--- src/design/lwm_pkg.sv ---
// ----------------------------------------------------------------------------
// Windowed level mean package
// Shared widths, payload structs, state encoding and divider status.
// ----------------------------------------------------------------------------
`default_nettype none

package lwm_pkg;

	localparam int DEPTH      = 64;
	localparam int ADDR_W     = $clog2(DEPTH);
	localparam int LVL_W      = 16;
	localparam int WIN_W      = 7;
	localparam int SUM_W      = LVL_W + ADDR_W;
	localparam int DIV_STEPS  = SUM_W;
	localparam int CNT_W      = $clog2(DIV_STEPS);
	localparam int JUMP_LIMIT = 768;
	localparam int ENTRY_W    = 3 * LVL_W + 1;

	typedef struct packed {
		logic signed [LVL_W-1:0] ild_in;
		logic signed [LVL_W-1:0] left_in;
		logic signed [LVL_W-1:0] right_in;
		logic                    sample_valid;
		logic                    window_valid;
	} in_t;

	typedef struct packed {
		logic signed [LVL_W-1:0] mean_ild;
		logic signed [LVL_W-1:0] mean_left;
		logic signed [LVL_W-1:0] mean_right;
		logic                    mean_ok;
		logic signed [LVL_W-1:0] pick_ild;
		logic signed [LVL_W-1:0] pick_left;
		logic signed [LVL_W-1:0] pick_right;
		logic                    pick_ok;
	} out_t;

	typedef struct packed {
		logic signed [LVL_W-1:0] ild;
		logic signed [LVL_W-1:0] left;
		logic signed [LVL_W-1:0] right;
		logic                    valid;
	} entry_t;

	typedef struct packed {
		logic busy;
		logic done;
	} div_st_t;

	typedef enum logic [1:0] {
		ST_IDLE,
		ST_SUM,
		ST_DIV,
		ST_OUT
	} state_t;

endpackage

`default_nettype wire

--- src/design/lwm_ram.sv ---
// ----------------------------------------------------------------------------
// Generic RAM
// One write port and one read port with registered read data.
// ----------------------------------------------------------------------------
`default_nettype none

module lwm_ram #(
	parameter int WIDTH = 8,
	parameter int DEPTH = 16
) (
	input  wire logic                     clk,
	input  wire logic                     we,
	input  wire logic [$clog2(DEPTH)-1:0] waddr,
	input  wire logic [WIDTH-1:0]         wdata,
	input  wire logic                     re,
	input  wire logic [$clog2(DEPTH)-1:0] raddr,
	output logic      [WIDTH-1:0]         rdata
);

	logic [WIDTH-1:0] mem_q [DEPTH];

	always_ff @(posedge clk) begin
		if (we) begin
			mem_q[waddr] <= wdata;
		end
		if (re) begin
			rdata <= mem_q[raddr];
		end
	end

endmodule

`default_nettype wire

--- src/design/lwm_sdiv.sv ---
// ----------------------------------------------------------------------------
// Bit-serial signed divider
// Restoring division of a running sum by the window size, one quotient bit
// per cycle, with the quotient truncated toward zero.
// ----------------------------------------------------------------------------
`default_nettype none

module lwm_sdiv import lwm_pkg::*; (
	input  wire logic                    clk,
	input  wire logic                    arst_n,
	input  wire logic                    start,
	input  wire logic signed [SUM_W-1:0] dividend,
	input  wire logic [WIN_W-1:0]        divisor,
	output div_st_t                      st,
	output logic signed [LVL_W-1:0]      quot
);

	logic             busy_q;
	logic             done_q;
	logic [CNT_W-1:0] cnt_q;
	logic             neg_q;
	logic [WIN_W-1:0] rem_q;
	logic [WIN_W-1:0] dvs_q;
	logic [SUM_W-1:0] mag_q;
	logic [WIN_W:0]   part;
	logic [WIN_W:0]   trial;
	logic             ge;
	logic [SUM_W-1:0] res;

	assign part  = {rem_q, mag_q[SUM_W-1]};
	assign ge    = part >= {1'b0, dvs_q};
	assign trial = part - {1'b0, dvs_q};
	assign res   = neg_q ? (~mag_q + SUM_W'(1)) : mag_q;
	assign quot  = res[LVL_W-1:0];
	assign st    = '{busy: busy_q, done: done_q};

	always_ff @(posedge clk or negedge arst_n) begin
		if (!arst_n) begin
			busy_q <= 1'b0;
			done_q <= 1'b0;
			cnt_q  <= '0;
		end else begin
			done_q <= 1'b0;
			if (start) begin
				busy_q <= 1'b1;
				cnt_q  <= '0;
			end else if (busy_q) begin
				cnt_q <= cnt_q + CNT_W'(1);
				if (cnt_q == CNT_W'(DIV_STEPS - 1)) begin
					busy_q <= 1'b0;
					done_q <= 1'b1;
				end
			end
		end
	end

	always_ff @(posedge clk) begin
		if (start) begin
			neg_q <= dividend[SUM_W-1];
			mag_q <= dividend[SUM_W-1] ? (~dividend + SUM_W'(1)) : dividend;
			rem_q <= '0;
			dvs_q <= divisor;
		end else if (busy_q) begin
			rem_q <= ge ? trial[WIN_W-1:0] : part[WIN_W-1:0];
			mag_q <= {mag_q[SUM_W-2:0], ge};
		end
	end

endmodule

`default_nettype wire

--- src/design/windowed_level_mean_with_jump_hold.sv ---
// ----------------------------------------------------------------------------
// Windowed level mean with jump hold
// Ring of level samples with running sums, bit-serial means and a jump pick.
// ----------------------------------------------------------------------------
//  channel | direction | handshake              | payload
//  in      | input     | in_valid / in_ready    | in_data (in_t)
//  out     | output    | out_valid / out_ready  | out_data (out_t)
//  cfg     | input     | cfg_valid / cfg_ready  | cfg_data (window size)
//
// Each request passes through the sum, divide and output states before the
// next is taken; the three bit-serial dividers run side by side. Reset and a
// nonzero window size write clear the ring valid bits, sums and position at
// once; no clearing pass is needed. A result waiting on out_ready does not
// block the next request, which waits only before loading the output register.
// ----------------------------------------------------------------------------
`default_nettype none

module windowed_level_mean_with_jump_hold import lwm_pkg::*; (
	input  wire logic             clk,
	input  wire logic             arst_n,
	input  wire logic             in_valid,
	output logic                  in_ready,
	input  wire in_t              in_data,
	output logic                  out_valid,
	input  wire logic             out_ready,
	output out_t                  out_data,
	input  wire logic             cfg_valid,
	output logic                  cfg_ready,
	input  wire logic [WIN_W-1:0] cfg_data
);

	state_t                  state_q;
	state_t                  state_nx;
	logic [WIN_W-1:0]        win_q;
	logic [ADDR_W-1:0]       wpos_q;
	logic [DEPTH-1:0]        ring_ok_q;
	logic signed [SUM_W-1:0] sum_ild_q;
	logic signed [SUM_W-1:0] sum_left_q;
	logic signed [SUM_W-1:0] sum_right_q;
	in_t                     in_q;
	out_t                    out_q;
	logic                    out_valid_q;

	logic                    in_acc;
	logic                    cfg_acc;
	logic                    do_sum;
	logic                    div_start;
	logic                    out_load;
	logic [ENTRY_W-1:0]      rdata;
	entry_t                  old_e;
	entry_t                  new_e;
	logic signed [SUM_W-1:0] sum_ild_nx;
	logic signed [SUM_W-1:0] sum_left_nx;
	logic signed [SUM_W-1:0] sum_right_nx;
	logic [WIN_W-1:0]        wpos_inc;
	div_st_t                 st_ild;
	div_st_t                 st_left;
	div_st_t                 st_right;
	logic signed [LVL_W-1:0] m_ild;
	logic signed [LVL_W-1:0] m_left;
	logic signed [LVL_W-1:0] m_right;
	logic signed [LVL_W:0]   diff;
	logic                    jump;
	out_t                    res;

	assign in_acc  = in_valid && in_ready;
	assign cfg_acc = cfg_valid && cfg_ready;

	always_comb begin
		state_nx = state_q;
		unique case (state_q)
			ST_IDLE: begin
				if (in_acc) begin
					state_nx = ST_SUM;
				end
			end
			ST_SUM: state_nx = ST_DIV;
			ST_DIV: begin
				if (st_ild.done) begin
					state_nx = ST_OUT;
				end
			end
			ST_OUT: begin
				if (!out_valid_q || out_ready) begin
					state_nx = ST_IDLE;
				end
			end
			default: state_nx = ST_IDLE;
		endcase
	end

	always_comb begin
		in_ready  = 1'b0;
		cfg_ready = 1'b0;
		do_sum    = 1'b0;
		div_start = 1'b0;
		out_load  = 1'b0;
		unique case (state_q)
			ST_IDLE: begin
				in_ready  = 1'b1;
				cfg_ready = 1'b1;
			end
			ST_SUM: begin
				do_sum    = 1'b1;
				div_start = 1'b1;
			end
			ST_DIV: ;
			ST_OUT: out_load = !out_valid_q || out_ready;
			default: ;
		endcase
	end

	lwm_ram #(
		.WIDTH(ENTRY_W),
		.DEPTH(DEPTH)
	) u_ring (
		.clk  (clk),
		.we   (do_sum),
		.waddr(wpos_q),
		.wdata(new_e),
		.re   (in_acc),
		.raddr(wpos_q),
		.rdata(rdata)
	);

	assign old_e = ring_ok_q[wpos_q] ? entry_t'(rdata) : '0;
	assign new_e = '{ild: in_q.ild_in, left: in_q.left_in, right: in_q.right_in,
		valid: in_q.sample_valid};

	assign sum_ild_nx   = sum_ild_q + SUM_W'(in_q.ild_in) - SUM_W'(old_e.ild);
	assign sum_left_nx  = sum_left_q + SUM_W'(in_q.left_in) - SUM_W'(old_e.left);
	assign sum_right_nx = sum_right_q + SUM_W'(in_q.right_in) - SUM_W'(old_e.right);
	assign wpos_inc     = {1'b0, wpos_q} + WIN_W'(1);

	always_ff @(posedge clk or negedge arst_n) begin
		if (!arst_n) begin
			state_q     <= ST_IDLE;
			win_q       <= WIN_W'(1);
			wpos_q      <= '0;
			ring_ok_q   <= '0;
			sum_ild_q   <= '0;
			sum_left_q  <= '0;
			sum_right_q <= '0;
			out_valid_q <= 1'b0;
		end else begin
			state_q <= state_nx;
			if (cfg_acc && (cfg_data != '0)) begin
				win_q       <= (cfg_data > WIN_W'(DEPTH)) ? WIN_W'(DEPTH) : cfg_data;
				wpos_q      <= '0;
				ring_ok_q   <= '0;
				sum_ild_q   <= '0;
				sum_left_q  <= '0;
				sum_right_q <= '0;
			end else if (do_sum) begin
				ring_ok_q[wpos_q] <= 1'b1;
				sum_ild_q         <= sum_ild_nx;
				sum_left_q        <= sum_left_nx;
				sum_right_q       <= sum_right_nx;
				wpos_q            <= (wpos_inc >= win_q) ? '0 : wpos_inc[ADDR_W-1:0];
			end
			if (out_load) begin
				out_valid_q <= 1'b1;
			end else if (out_ready) begin
				out_valid_q <= 1'b0;
			end
		end
	end

	always_ff @(posedge clk) begin
		if (in_acc) begin
			in_q <= in_data;
		end
		if (out_load) begin
			out_q <= res;
		end
	end

	lwm_sdiv u_div_ild (
		.clk     (clk),
		.arst_n  (arst_n),
		.start   (div_start),
		.dividend(sum_ild_nx),
		.divisor (win_q),
		.st      (st_ild),
		.quot    (m_ild)
	);

	lwm_sdiv u_div_left (
		.clk     (clk),
		.arst_n  (arst_n),
		.start   (div_start),
		.dividend(sum_left_nx),
		.divisor (win_q),
		.st      (st_left),
		.quot    (m_left)
	);

	lwm_sdiv u_div_right (
		.clk     (clk),
		.arst_n  (arst_n),
		.start   (div_start),
		.dividend(sum_right_nx),
		.divisor (win_q),
		.st      (st_right),
		.quot    (m_right)
	);

	assign diff = (LVL_W+1)'(in_q.ild_in) - (LVL_W+1)'(m_ild);
	assign jump = (diff > (LVL_W+1)'(JUMP_LIMIT)) || (diff < -(LVL_W+1)'(JUMP_LIMIT));

	always_comb begin
		res.mean_ild   = m_ild;
		res.mean_left  = m_left;
		res.mean_right = m_right;
		res.mean_ok    = in_q.window_valid;
		priority if (!in_q.window_valid) begin
			res.pick_ild   = '0;
			res.pick_left  = '0;
			res.pick_right = '0;
			res.pick_ok    = 1'b0;
		end else if (jump) begin
			res.pick_ild   = in_q.ild_in;
			res.pick_left  = in_q.left_in;
			res.pick_right = in_q.right_in;
			res.pick_ok    = in_q.sample_valid;
		end else begin
			res.pick_ild   = m_ild;
			res.pick_left  = m_left;
			res.pick_right = m_right;
			res.pick_ok    = 1'b1;
		end
	end

	assign out_valid = out_valid_q;
	assign out_data  = out_q;

`ifndef ASSERT_OFF
	a_wpos_in_window: assert property (@(posedge clk) disable iff (!arst_n)
		{1'b0, wpos_q} < win_q)
		else $error("write position outside window");

	a_win_range: assert property (@(posedge clk) disable iff (!arst_n)
		(win_q != '0) && (win_q <= WIN_W'(DEPTH)))
		else $error("window size out of range");

	a_div_in_div_state: assert property (@(posedge clk) disable iff (!arst_n)
		(st_ild.busy || st_left.busy || st_right.busy) |-> (state_q == ST_DIV))
		else $error("divider busy outside divide state");

	a_div_lockstep: assert property (@(posedge clk) disable iff (!arst_n)
		(st_ild.done == st_left.done) && (st_ild.done == st_right.done))
		else $error("dividers out of step");

	a_out_after_div: assert property (@(posedge clk) disable iff (!arst_n)
		$rose(out_valid_q) |-> ($past(state_q) == ST_OUT))
		else $error("result loaded outside output state");
`endif

endmodule

`default_nettype wire

--- config.mk ---
export PLATFORM = sky130hd
export DESIGN_NAME = windowed_level_mean_with_jump_hold
export DESIGN_NICKNAME = d
export VERILOG_FILES = /design/src/design/lwm_pkg.sv /design/src/design/lwm_ram.sv /design/src/design/lwm_sdiv.sv /design/src/design/windowed_level_mean_with_jump_hold.sv
export SDC_FILE = /design/constraint.sdc
export NUM_CORES = 2
export LEC_CHECK = 0
export ABC_AREA = 1
export BUFFER_PORTS_ARGS = -buffer_cell sky130_fd_sc_hd__buf_2
export CAP_MARGIN = 20
export CORE_MARGIN = 1.5
export CORE_UTILIZATION = 35
export DETAILED_ROUTE_END_ITERATION = 10
export PLACE_DENSITY = 0.52
export SLEW_MARGIN = 20
export SYNTH_ARGS = -nofsm -noshare
export SYNTH_HDL_FRONTEND = slang
export SYNTH_SLANG_ARGS = --single-unit
--- constraint.sdc ---
create_clock -name clk -period 14.15 [get_ports clk]
set_input_delay 1.415 -clock clk [delete_from_list [all_inputs] [get_ports clk]]
set_output_delay 1.415 -clock clk [all_outputs]
set_load 0.02 [all_outputs]
# After elaboration in Yosys (flattened, before gate mapping)
# Memory sizes are Yosys's and may differ from the RTL's. A register that Yosys moved wholly into a read port is not among the register bits.
# Cells that the tools add are included.
# W data, S select, Z words.
dict set report totals {
  ff_bits 410
  ramBits 3136
  inputBits 62
  out_inout_bits 101
  wordCells 161
  memories 1
}
# name words word_bits read_ports rd_ports_with_merged_regs write_ports line_no
set memory_table {}
lappend memory_table {u_ring.mem_q 64 49 1 1 1 lwm_ram.sv:20} ;# logic [WIDTH-1:0] mem_q [DEPTH];
dict set report classes {
  add_sub_neg 20
  order_cmp 9
  n_eq_ne 9
  muxes 62
  n_bitwise 7
  n_reduce_logical 15
}
# op n
set op_table {}
lappend op_table {{$mux W22} 15}
lappend op_table {{$mux W64} 2}
lappend op_table {{$mux W49} 2}
lappend op_table {{$add A22 B16 Y22} 3}
lappend op_table {{$add A22 B2 Y22 const B} 3}
lappend op_table {{$not A22 Y22} 3}
lappend op_table {{$sub A22 B16 Y22} 3}
lappend op_table {{$or A64 B64 Y64} 1}
lappend op_table {{$add A16 B1 Y16 const B} 3}
lappend op_table {{$mux W16} 3}
lappend op_table {{$not A16 Y16} 3}
lappend op_table {{$mux W5} 6}
lappend op_table {{$mux W7} 4}
lappend op_table {{$ge A8 B7 Y1} 3}
lappend op_table {{$mux W1} 21}
lappend op_table {{$sub A7 B7 Y7} 3}
lappend op_table {{$mux W6} 3}
lappend op_table {{$gt A17 B11 Y1 const B} 1}
lappend op_table {{$lt A17 B11 Y1 const B} 1}
lappend op_table {{$sub A16 B16 Y17} 1}
lappend op_table {{$add A5 B1 Y5 const B} 3}
lappend op_table {{$eq A5 B5 Y1 const B} 3}
lappend op_table {{$reduce_bool A2 Y1} 5}
lappend op_table {{$pmux W2 S4} 1}
lappend op_table {{18 further kinds} 26}

# Longest topological paths before layout
dict set report depth {
  word_depth 8
  depth_mapped 37
  depth_no_buf 36
}

# Cells and area by module
# From an unflattened synthesis, not the netlist that was laid out.
dict set report hier_totals {
  cells_unflattened 13773
  area_unflattened_um2 154498.2
}
# mod n_inst cells_each area_each_um2 seq_area_each_um2
set modules_own_cells {}
lappend modules_own_cells {lwm_ram 1 10321 126726.5 95641.7}
lappend modules_own_cells {windowed_level_mean_with_jump_hold 1 2255 18672.9 8099.0}
lappend modules_own_cells {lwm_sdiv 3 399 3032.9 1216.2}

# Worst setup path before layout
# Ideal clock, no wire load.
dict set report synth_timing {
  kind {input -> register}
  from {in out_ready}
  to {reg out_q, in the netlist out_data[0], enable pin}
  arrival_time_ns 6.161
  required_time_ns 13.563
  setup_slack_ns 7.402
  path_stages 2
  path_cell_list {inv_1 -> a21oi_1}
}
dict set report synth_via {
  elab_chain_cells 2
}
# item line_no
set synth_rtl {}
lappend synth_rtl {{from (decl)} windowed_level_mean_with_jump_hold.sv:25} ;# input wire logic out_ready,
lappend synth_rtl {{$logic_or A1 B1 Y1} windowed_level_mean_with_jump_hold.sv:108} ;# ST_OUT: out_load = !out_valid_q || out_ready;
lappend synth_rtl {{$mux W1} windowed_level_mean_with_jump_hold.sv:98} ;# unique case (state_q)
lappend synth_rtl {{net out_load} windowed_level_mean_with_jump_hold.sv:48} ;# logic out_load;
lappend synth_rtl {{to (signal assigned)} windowed_level_mean_with_jump_hold.sv:174} ;# out_q <= res;
lappend synth_rtl {{to (decl)} windowed_level_mean_with_jump_hold.sv:41} ;# out_t out_q;
# The timed path passes the listed nets, and every way through them passes these cells.
# A chain may end at the register's enable or synchronous reset.

# Worst setup path after layout
dict set report layout_timing {
  from {reg wpos_q[0]}
  to {reg u_div_ild.mag_q[20], data pin}
}
dict set report layout_via {
  elab_chain_cells 8
}
# item line_no
set layout_rtl {}
lappend layout_rtl {{from (decl)} windowed_level_mean_with_jump_hold.sv:35} ;# logic [ADDR_W-1:0] wpos_q;
lappend layout_rtl {{from (signal assigned)} windowed_level_mean_with_jump_hold.sv:159} ;# wpos_q <= (wpos_inc >= win_q) ? '0 : wpos_inc[ADDR_W-1:0];
lappend layout_rtl {{$bmux W1 S6 *} windowed_level_mean_with_jump_hold.sv:126} ;# assign old_e = ring_ok_q[wpos_q] ? entry_t'(rdata) : '0;
lappend layout_rtl {{$mux W1 (not written as such) *} windowed_level_mean_with_jump_hold.sv:126}
lappend layout_rtl {{$mux W49 *} windowed_level_mean_with_jump_hold.sv:126}
lappend layout_rtl {{$sub A22 B16 Y22 *} windowed_level_mean_with_jump_hold.sv:130} ;# assign sum_ild_nx = sum_ild_q + SUM_W'(in_q.ild_in) - SUM_W'(old_e.ild);
lappend layout_rtl {{$not A22 Y22} lwm_sdiv.sv:60} ;# mag_q <= dividend[SUM_W-1] ? (~dividend + SUM_W'(1)) : dividend;
lappend layout_rtl {{$add A22 B2 Y22} lwm_sdiv.sv:60}
lappend layout_rtl {{$mux W22 *} lwm_sdiv.sv:60}
lappend layout_rtl {{$mux W22 *} lwm_sdiv.sv:58} ;# if (start) begin
lappend layout_rtl {{to (signal assigned)} lwm_sdiv.sv:60}
lappend layout_rtl {{to (signal assigned)} lwm_sdiv.sv:65} ;# mag_q <= {mag_q[SUM_W-2:0], ge};
lappend layout_rtl {{to (decl)} lwm_sdiv.sv:24} ;# logic [SUM_W-1:0] mag_q;
# Mark *: on every way between the ends. The rest lies on a longest branch, timed or not. The select of a mux whose other input is x is not followed.

==> impl_metrics.tcl <==
set metrics [dict create \
    outcome "finished clean" \
    io_pins 163 \
    holdBufCountCts 0 \
    multiInputGateArea_um2 31600 \
    wire_length_of_the_first_global_routing_pass_um 680000 \
    synthesis.area_per_instance_um2 13.8 \
    worst_r2r_path_depth 31 \
    finalClockSkew_ns 0.0619 \
    route.antenna.remaining_nets 0 \
    cpMostUsedCell "sky130_fd_sc_hd__nand2_1" \
    start_kind "flip-flop" \
    post_synth_num_cell_types 56 \
    total_clock_buffers_created_by_cts 372 \
    detail_route.first_pass.iterations 6 \
    clk-insertion-delay-late_ns 0.97 \
    worst-path-max-fanout 40 \
    die_area_um2 406000 \
    yosysSeqAreaShare_pct 74.6 \
    worstHoldPathType "flip-flop to flip-flop" \
    worst_ep_required_time_ns 14.82 \
    cp.arrival_ns 7.01 \
    number_of_clock_sinks 3530 \
    crit_path_top_delay_cell "sky130_fd_sc_hd__fa_1" \
    power.leakage_nw 55.5 \
    drt_drc_violations_left 0 \
    syn_nets 10500 \
    worst_hold_depth 0 \
    number_of_synthesized_register_bits 3530 \
    finalWeightedCongestion 0.876 \
    syn_area_um2 141000 \
    grt_max_degree 121 \
    final-setup-viol-count 0 \
    finalHoldWorstSlack_ns 0.444 \
    powerDensity_nw_per_um2 131 \
    synthCells 10200 \
    groute.usage.overall_pct 23.4 \
    synth_ff_type "sky130_fd_sc_hd__edfxtp_1" \
    postRouteWirelength_um 489000 \
    postCtsResizedCells 0 \
    die-height_um 637 \
    critical_path_endpoint_category "flip-flop" \
    core_region_area_um2 400000 \
    tightestPinTransition_ns 1.18 \
    maxSlewHeadroom_pct 21.3 \
    ctsLongestPathBuffers 4 \
    critical-path-max-stage-delay_ns 0.54 \
    grt_setup_unrepaired "false" \
    die_width_um 637 \
    final.min_clock_period_ns 6.33 \
    start_util_pct 35.2 \
    tritoncts "built" \
    finalMaxSlewViolations 0 \
    first_global_vias 87900 \
    cts_setup_buffers 0 \
    synthDominantAreaCellType "sky130_fd_sc_hd__edfxtp_1" \
    synthTopCellsByArea "sky130_fd_sc_hd__edfxtp_1, sky130_fd_sc_hd__nand2_1, sky130_fd_sc_hd__dfrtp_1, sky130_fd_sc_hd__a22oi_1, sky130_fd_sc_hd__a221oi_1" \
    yosysTopAreaCellShare_pct 71.3 \
    sequential_cell_area_um2 105000 \
    r2r-start "wpos_q[0]" \
    drt_first_iter_violations 11600 \
    final_hold_viol_count 0 \
    maxCapViolations 0 \
    row_count 232 \
    fraction_of_final_layout_cells_with_drive_strength_greater_than_1_pct 9.70 \
    routed_wire_length_per_instance_um 30.4 \
    worst-setup-path-type "flip-flop to flip-flop" \
    setup.worst_path.start "wpos_q[0]" \
    fillerInstances 36700 \
    synth.yosys.warnings 0 \
    fin_nets 10800 \
    cts_htree_levels 5 \
    fin_crit_sh_pct 44.8 \
    dpl.hpwl_um 274000 \
    postSynth.asyncResetShare_pct 4.67 \
    worst_ir_drop_vdd_uv 102 \
    number_of_flops_mapped_to_enable_cells_by_yosys 3344 \
    via_density_per_instance 5.63 \
    overflow 0 \
    syn2layout_area_growth_pct 14.2 \
    clk_pin_slew_ns 0.06 \
    route.vias.total 90600 \
    worst_hold_startpoint "win_q[2]" \
    upper_clock_frequency_limit_mhz 158 \
    clockRootBuffer "sky130_fd_sc_hd__clkbuf_16" \
    grt_antenna_before_repair 35 \
    port-buffer-count 162 \
    finalSetupTns_ns 0 \
]
[cells in the final DEF, fill, tap and decap left out, types with 37 or more instances in the layout]
| master | instances |
|---|---|
| sky130_fd_sc_hd__buf_2 | 161 |
| sky130_fd_sc_hd__nor3_1 | 37 |
| sky130_fd_sc_hd__ha_1 | 126 |
| sky130_fd_sc_hd__clkinv_1 | 92 |
| sky130_fd_sc_hd__a221oi_1 | 334 |
| sky130_fd_sc_hd__xor2_1 | 81 |
| sky130_fd_sc_hd__nand3_1 | 274 |
| sky130_fd_sc_hd__nor2_1 | 453 |
| sky130_fd_sc_hd__o21ai_0 | 135 |
| sky130_fd_sc_hd__nand2_1 | 2200 |
| sky130_fd_sc_hd__a22oi_1 | 481 |
| sky130_fd_sc_hd__clkinv_2 | 63 |
| sky130_fd_sc_hd__clkbuf_1 | 72 |
| sky130_fd_sc_hd__o22ai_1 | 74 |
| sky130_fd_sc_hd__a21oi_1 | 182 |
| sky130_fd_sc_hd__o21ai_1 | 40 |
| sky130_fd_sc_hd__dfrtp_1 | 164 |
| sky130_fd_sc_hd__clkbuf_16 | 377 |
| sky130_fd_sc_hd__edfxtp_1 | 3344 |
| sky130_fd_sc_hd__nor2_4 | 74 |
| sky130_fd_sc_hd__inv_1 | 722 |
| sky130_fd_sc_hd__nand4_1 | 441 |
| sky130_fd_sc_hd__fa_1 | 67 |
| sky130_fd_sc_hd__buf_4 | 213 |
| sky130_fd_sc_hd__a22o_1 | 287 |
[through the flow]
step           area (um^2)  utilization, %  instances  total power, W  setup WS, ns
4_1_cts             161000            40.2      16100          0.0211          7.86
2_1_floorplan       141000               -      10200          0.0115          7.40
5_1_grt             161000            40.2      16100          0.0215          7.33
6_report            161000            40.2      16100          0.0210          7.82
3_3_place_gp        149000            37.2      15400          0.0115          8.05
3_5_place_dp        149000            37.2      15400          0.0115          7.87
[metal layers]
| layer | global-route usage (%) | wire [um] |
|---|---|---|
| met1 | 32.1 | 202000 |
| met2 | 37.8 | 227000 |
| met3 | 4.11 | 43800 |
| met4 | 7.61 | 17200 |
| met5 | 0 | 66 |
[worst max-delay path, delay by kind of cell (launching register included)]
family | cells | cell delay, ns
simple gates | 18 | 2.30
buf+inv | 7 | 1.74
fa+ha+maj | 4 | 1.30
flops | 1 | 0.37
compound gates | 2 | 0.34
[power by group]
part	internal, W	leakage, nW	switching, W
registers	0.0113	31.7	0.0000000000000000000170
clock network	0.00556	5.83	0.00414
logic	0.00000653	18.0	0.0000148
[cell usage after synthesis, types with 127 or more instances]
cell type,instances
sky130_fd_sc_hd__a22oi_1,481
sky130_fd_sc_hd__edfxtp_1,3344
sky130_fd_sc_hd__a22o_1,287
sky130_fd_sc_hd__o21ai_0,135
sky130_fd_sc_hd__buf_2,136
sky130_fd_sc_hd__clkbuf_1,252
sky130_fd_sc_hd__a21oi_1,183
sky130_fd_sc_hd__nand2_1,2202
sky130_fd_sc_hd__nor2_1,522
sky130_fd_sc_hd__ha_1,127
sky130_fd_sc_hd__a221oi_1,334
sky130_fd_sc_hd__nand4_1,441
sky130_fd_sc_hd__dfrtp_1,164
sky130_fd_sc_hd__inv_1,727
sky130_fd_sc_hd__nand3_1,274
[worst paths after layout]
kind	endpoint	slack [ns]
setup / recovery	u_div_ild.mag_q[20]	7.82
hold / removal	u_div_left.dvs_q[2]	0.44
setup reg to reg	u_div_ild.mag_q[20]	7.82
hold reg to reg	u_div_left.dvs_q[2]	0.44
max in group asynchronous	sum_ild_q[5]	12.30
min in group asynchronous	state_q[1]	0.52
[state kept, by name, summed over array words and instances (netlist names), 2 cells and up]
register and cells:
u_ring.mem_q 3072, out_data 98, ring_ok_q 64, in_q 50, u_ring.rdata 48, sum_ild_q 22
sum_left_q 22, sum_right_q 22, u_div_ild.mag_q 22, u_div_left.mag_q 22, u_div_right.mag_q 22, u_div_ild.rem_q 7
u_div_left.dvs_q 7, u_div_left.rem_q 7, u_div_right.rem_q 7, win_q 7, wpos_q 6, u_div_ild.cnt_q 5
u_div_left.cnt_q 5, u_div_right.cnt_q 5, state_q 2
[final cells by class]
cell class,instances,area share (%)
multi-input combinational,5492,19.6
timing repair buffer,391,1.70
tap,5265,4.10
sequential,3530,65.3
clock inverter,222,1.40
clock buffer,450,6.05
antenna,10,0.0156
inverter,749,1.79
[kinds of logic after synthesis]
kind of cell | share of synthesized area [%]
flip-flops | 74.6
XOR/XNOR | 0.620
AND/OR/NAND/NOR | 10.9
buffers and inverters | 3.41
adder cells (fa/ha/maj) | 2.08
AO/OA/AOI/OAI | 8.39
Note: power is estimated with default switching activity, not from simulation.
